File: src/rtl/stij_pkg.sv
// ----------------------------------------------------------------------------
// stij_pkg: shared types and constants for the sorted table
// Beat payloads, status and op codes, cell control structs, one-hot encoder.
// ----------------------------------------------------------------------------
`default_nettype none

package stij_pkg;

  // table geometry
  localparam int CAPACITY    = 64;
  localparam int JUMP_STRIDE = 3;
  localparam int IDX_W       = $clog2(CAPACITY);
  localparam int CNT_W       = $clog2(CAPACITY + 1);

  // fixed field widths
  localparam int DATA_W = 32;
  localparam int POS_W  = 6;
  localparam int FILL_W = 7;

  typedef enum logic {
    OP_INSERT = 1'b0,
    OP_SEARCH = 1'b1
  } op_t;

  typedef enum logic [1:0] {
    ST_INSERTED = 2'd0,
    ST_FULL     = 2'd1,
    ST_FOUND    = 2'd2,
    ST_MISSING  = 2'd3
  } status_t;

  typedef struct packed {
    op_t                      op;
    logic signed [DATA_W-1:0] value;
  } in_t;

  typedef struct packed {
    status_t           status;
    logic [POS_W-1:0]  position;
    logic [FILL_W-1:0] fill;
  } out_t;

  // per-cycle commands broadcast to every cell
  typedef struct packed {
    logic cmp_en;
    logic ins_en;
  } cell_ctl_t;

  // flags one cell reports after a compare
  typedef struct packed {
    logic bnd;   // first cell not below the key (lower bound)
    logic hl;    // lower bound holds the key
    logic hp;    // stopping probe point holds the key
  } cell_hit_t;

  // index of the set bit in a one-hot vector (zero when none set)
  function automatic logic [IDX_W-1:0] onehot_idx(input logic [CAPACITY-1:0] v);
    logic [IDX_W-1:0] idx;
    idx = '0;
    for (int i = 0; i < CAPACITY; i++) begin
      if (v[i]) begin
        idx = idx | IDX_W'(i);
      end
    end
    return idx;
  endfunction

endpackage

`default_nettype wire

File: src/rtl/stij_cell.sv
// ----------------------------------------------------------------------------
// stij_cell: one slot of the sorted table
// Holds one entry, compares it with the key and shifts up on insert.
// ----------------------------------------------------------------------------
`default_nettype none

module stij_cell
  import stij_pkg::*;
(
  input  logic                      clk,
  input  logic                      rst_n,
  input  cell_ctl_t                 ctl,
  input  logic                      probe,       // slot is a jump probe point
  input  logic signed [DATA_W-1:0]  key,
  input  logic signed [DATA_W-1:0]  prev_entry,
  input  logic                      prev_valid,
  input  logic                      prev_lt,
  input  logic                      back_lt,     // lt of the previous probe point
  output logic signed [DATA_W-1:0]  entry,
  output logic                      valid,
  output logic                      lt,
  output cell_hit_t                 hit
);

  logic signed [DATA_W-1:0] entry_r, entry_nxt;
  logic                     valid_r, valid_nxt;
  logic                     lt_r, lt_nxt;
  logic                     eq_r, eq_nxt;

  // compare and insert-shift
  always_comb begin
    entry_nxt = entry_r;
    valid_nxt = valid_r;
    lt_nxt    = lt_r;
    eq_nxt    = eq_r;
    if (ctl.cmp_en) begin
      lt_nxt = valid_r && (entry_r < key);
      eq_nxt = valid_r && (entry_r == key);
    end
    if (ctl.ins_en && !lt_r) begin
      // lower bound takes the key, slots above take their neighbor
      entry_nxt = prev_lt ? key : prev_entry;
      valid_nxt = valid_r | prev_valid;
    end
  end

  always_ff @(posedge clk) begin
    entry_r <= entry_nxt;
  end

  always_ff @(posedge clk) begin
    if (!rst_n) begin
      valid_r <= 1'b0;
      lt_r    <= 1'b0;
      eq_r    <= 1'b0;
    end else begin
      valid_r <= valid_nxt;
      lt_r    <= lt_nxt;
      eq_r    <= eq_nxt;
    end
  end

  // hit flags from the registered compare
  always_comb begin
    hit.bnd = !lt_r && prev_lt;
    hit.hl  = !lt_r && prev_lt && eq_r;
    hit.hp  = probe && !lt_r && back_lt && eq_r;
  end

  assign entry = entry_r;
  assign valid = valid_r;
  assign lt    = lt_r;

  // occupied slots form a run from the head
  a_valid_run: assert property (@(posedge clk) disable iff (!rst_n)
    !prev_valid |-> !valid_r)
    else $error("occupied slot above an empty one");

  // a slot below the key lies under the lower bound
  a_lt_run: assert property (@(posedge clk) disable iff (!rst_n)
    lt_r |-> prev_lt)
    else $error("below-key flags not a thermometer");

  // a probe or lower-bound hit always sits on a valid slot
  a_hit_valid: assert property (@(posedge clk) disable iff (!rst_n)
    (hit.hp || hit.hl) |-> valid_r)
    else $error("hit on an empty slot");

endmodule

`default_nettype wire

File: config.mk
export PLATFORM = sky130hd
export DESIGN_NAME = stij_cell
export DESIGN_NICKNAME = d
export VERILOG_FILES = /design/src/rtl/stij_pkg.sv /design/src/rtl/stij_cell.sv
export SDC_FILE = /design/constraint.sdc
export NUM_CORES = 1
export LEC_CHECK = 0
export BUFFER_PORTS_ARGS = -buffer_cell sky130_fd_sc_hd__buf_2
export CORE_AREA = 2 2 91 93
export CTS_CLUSTER_DIAMETER = 40
export DETAILED_ROUTE_END_ITERATION = 8
export DIE_AREA = 0 0 93 95
export PLACE_DENSITY = 0.58
export SLEW_MARGIN = 20
export SYNTH_ARGS = -nofsm -noshare
export SYNTH_HDL_FRONTEND = slang
export SYNTH_SLANG_ARGS = --single-unit
File: constraint.sdc
create_clock -name clk -period 4.81 [get_ports clk]
set_input_delay 1.2025 -clock clk [delete_from_list [all_inputs] [get_ports clk]]
set_output_delay 1.2025 -clock clk [all_outputs]
set_load 0.01 [all_outputs]
-- Yosys cells after proc, flatten, opt, wreduce, memory -nomap -nowiden
Index checks and enable logic that the tools add are counted.
- flip-flop bits (word level): 35
- input port bits: 72
- output and inout port bits: 37
- logic and storage cells: 17
- magnitude comparators: 1
- eq/ne operators: 1
- multiplexer cells: 1
- bitwise gates (word level): 1
- reduce and logical (&&, ||, !) cells: 9
- operators by type and width (cell ; number):
    $eq 32x32->1 ; 1
    $lt 32x32->1 ; 1
    $mux 32 ; 1
    $logic_and 1x1->1 ; 8
    $logic_not 1->1 ; 1
    $or 1x1->1 ; 1

-- Longest topological paths before layout
- depth after elaboration: 4
- gate-level depth with buffers: 8
- mapped depth without buffers: 8

-- Least setup slack after synthesis
No wires, ideal clock.
- path kind: input -> register
- start point: in ctl[0] (netlist bit)
- end point: reg entry_r[0] (netlist: entry[0]), enable pin
- setup time: 0.426 ns
- data arrival time: 2.681 ns
- data required time: 4.384 ns
- path slack: 1.703 ns
- cell stages on the path: 1
- path buffers: 0
- path through: nor2b_1
- cells in the longest elaborated chain, start to end: 1
- ends and longest elaborated chain (what ; line ; RTL):
    start: declaration ; stij_cell.sv:12 ; input cell_ctl_t ctl,
    $logic_and 1x1->1 ; stij_cell.sv:40 ; if (ctl.ins_en && !lt_r) begin
    end signal: assignment ; stij_cell.sv:48 ; entry_r <= entry_nxt;
    end: declaration ; stij_cell.sv:25 ; logic signed [DATA_W-1:0] entry_r, entry_nxt;
Every way passes these cells.
A chain may end at the register's enable or synchronous reset.

==> results.toml <==
[yosys]
synth_seq_area_share_pct = 44.59
syn-num-nets = 305
syn_inst = 201
synth_area_mm2 = 0.002290
synth.avg_cell_area_um2 = 11.39
yosysWarnings = 0
yosysUniqueCellTypes = 32
ys_ff_latch = 35

[timing]
max_freq_mhz = 300.2
setup_violations = 0
tightest_slew_ps = 1000
rsz0062_at_grt = "no"
hold_ws_ps = 483.0
fin_crit_ps = 3331
min_period_over_period_pct = 69.25
fin_skew_ps = 2.676
hold_viol = 0
drv_slew = 0
setup_tns_ps = 0
max_slew_margin_pct = 33.17

[route]
drtIter0Drc = 45
vias = 1862
post_drt_wl_per_cell_um = 12.87
firstDrtPassIters = 4
via_per_inst = 4.444
routed_wirelength_um = 5392
ant_nets = 0
drcViolationCount = 0

[cts]
cts_sinks = 35
numCtsBuffers = 5
htree_levels = 2
cts_tree = "built"
cts-root-buf = "clkbuf_8"
cts_setup_buffers = 0
cts_resized = 0
clkTransAtPathRegs_ps = 70
cts.path.max_buffers = 2
insertion_delay_ps = 280
holdBufCountCts = 0

[die]
num_io_pins = 109
die_x_um = 93
start_util_pct = 28.88
coreArea_mm2 = 0.007928
die_h_um = 95
num_rows = 33
die_area_mm2 = 0.008835

[setup_path]
cp_common_cell = "buf_2"
cp-end-kind = "primary output"
cp_max_fo = 33
cp_top_family = "buffers and inverters"
crit_buf_inv = 3
slowest_stage = "buf_4"
crit_required_ps = 3610
critical_path_class = "in -> out"
slowest_delay_ps = 380
critPathLaunchType = "input pin"
arrival_ps = 2130
crit_chain = "buf_2 > buf_4 > nor2b_1 > and2_1 > buf_2"

[grt]
grt_max_degree = 34
overflow = 0
antenna_found_initial = 0
grt_pass1_wl_um = 8604
track_usage_pct = 12.39
grt_pass1_vias = 1837

[pwr]
p_per_area_mw_per_mm2 = 247.5
power_frac_clock_pct = 28.1
p_leak_uw = 0.001481
internal_power_uw = 542.6
p_switching_uw = 210.2
swShare_pct = 27.92
ir_drop_uv = 131.4
comb_power_share_pct = 22.5
sequentialPowerShare_pct = 49.4

[final_layout]
syn_to_final_growth_pct = 32.84
final_common_cell = "buf_2"
drive_above_1_share_pct = 44.90
num-nets-final = 417
diodes = 0
layout_common_cells = "buf_2 (108), inv_1 (32), ha_1 (32), edfxtp_1 (32), mux2_2 (24)"

[min_path]
hold_path_class = "reg -> reg"

[placed_design]
gp_congestion = 0.7026
hpwl_um = 4250
io_buffers = 108

[status]
outcome = "completed"

[flow_run]
maxCapViolCount = 0
## metrics by stage
step	total power, µW	worst slack (ps)	cells	cell area [µm²]	util, %
2_1_floorplan	474.8	1703	201	2290	-
3_3_place_gp	547.7	1479	411	2962	37.36
3_5_place_dp	550.8	1462	411	2962	37.36
4_1_cts	767.1	1456	419	3042	38.37
5_1_grt	799.2	1376	419	3042	38.37
6_report	752.8	1479	419	3042	38.37
## tightest hold or removal path: cells and delay by family, from the launching register on
kind               cells  cell delay [ps]
DFF                    1              320
and+or+nand+nor        1               70
AOI/OAI and AO/OA      1               50
## final timing paths
path,start,to,slack (ps),depth (start not counted)
setup / recovery,prev_lt,hit[1],1480,5
hold / removal,eq_r,eq_r,480,2
setup reg to reg,entry[5],lt,2610,7
hold reg to reg,eq_r,eq_r,480,2
## power groups by stage
stage	logic [µW]	clock network (µW)	registers [µW]
4_1_cts	173	222	372
2_1_floorplan	86.7	0	388
3_3_place_gp	169	0	378
3_5_place_dp	171	0	379
6_report	169	212	372
5_1_grt	193	231	376
## per-layer routing
layer	part of all wire, %	routed length (µm)	vias to the layer above	GRT usage, %
met5	0	0	-	0
met4	1.2	63	0	3.676
met3	7.1	382	6	3.192
met2	47	2543	65	20.05
met1	45	2402	840	16.35
li1	-	-	951	-
## synth_stat cells
master,instances,share of area [%]
a21boi_1,1,0.33
and4b_1,1,0.44
a221o_1,1,0.44
o21bai_1,1,0.33
nand4_1,7,1.9
nand2b_1,1,0.27
nor2_1,6,0.98
nor4_1,2,0.55
mux2_2,24,12
nand2_1,10,1.6
and2_1,1,0.27
o31a_1,1,0.38
a21boi_2,1,0.49
a21oi_1,14,3.1
o211ai_1,1,0.33
a22oi_1,1,0.33
clkbuf_1,2,0.33
dfxtp_1,3,2.6
a21o_1,1,0.33
nor3_1,1,0.22
nor2b_1,4,1.1
mux2_1,8,3.9
o21ai_0,1,0.22
o21ai_1,2,0.44
inv_1,32,5.2
edfxtp_1,32,42
or4b_1,1,0.44
a211oi_1,1,0.33
buf_1,2,0.33
ha_1,32,17
nand3_1,5,1.1
a21oi_2,1,0.38
## sequential cells by signal (all words and copies together) (netlist names)
register and cells:
lt 1, valid 1, eq_r 1, entry 32
## layout make-up
type	count	area, µm²
Sequential cell	35	1021
Fill cell	825	4886
Inverter	32	120.1
Tap cell	105	131.4
Clock buffer	6	72.57
Timing Repair Buffer	109	548.0
Clock inverter	2	7.507
Multi-Input combinational cell	130	1141
## cells by family after synthesis
family                   share of synthesized area (%)
buffers and inverters                            5.902
AND/OR/NAND/NOR                                  8.907
AO/OA/AOI/OAI                                    7.378
flip-flops                                       44.59
multiplexers                                     15.74
adder cells (fa/ha/maj)                          17.49
Power figures use the tool's default switching activity.
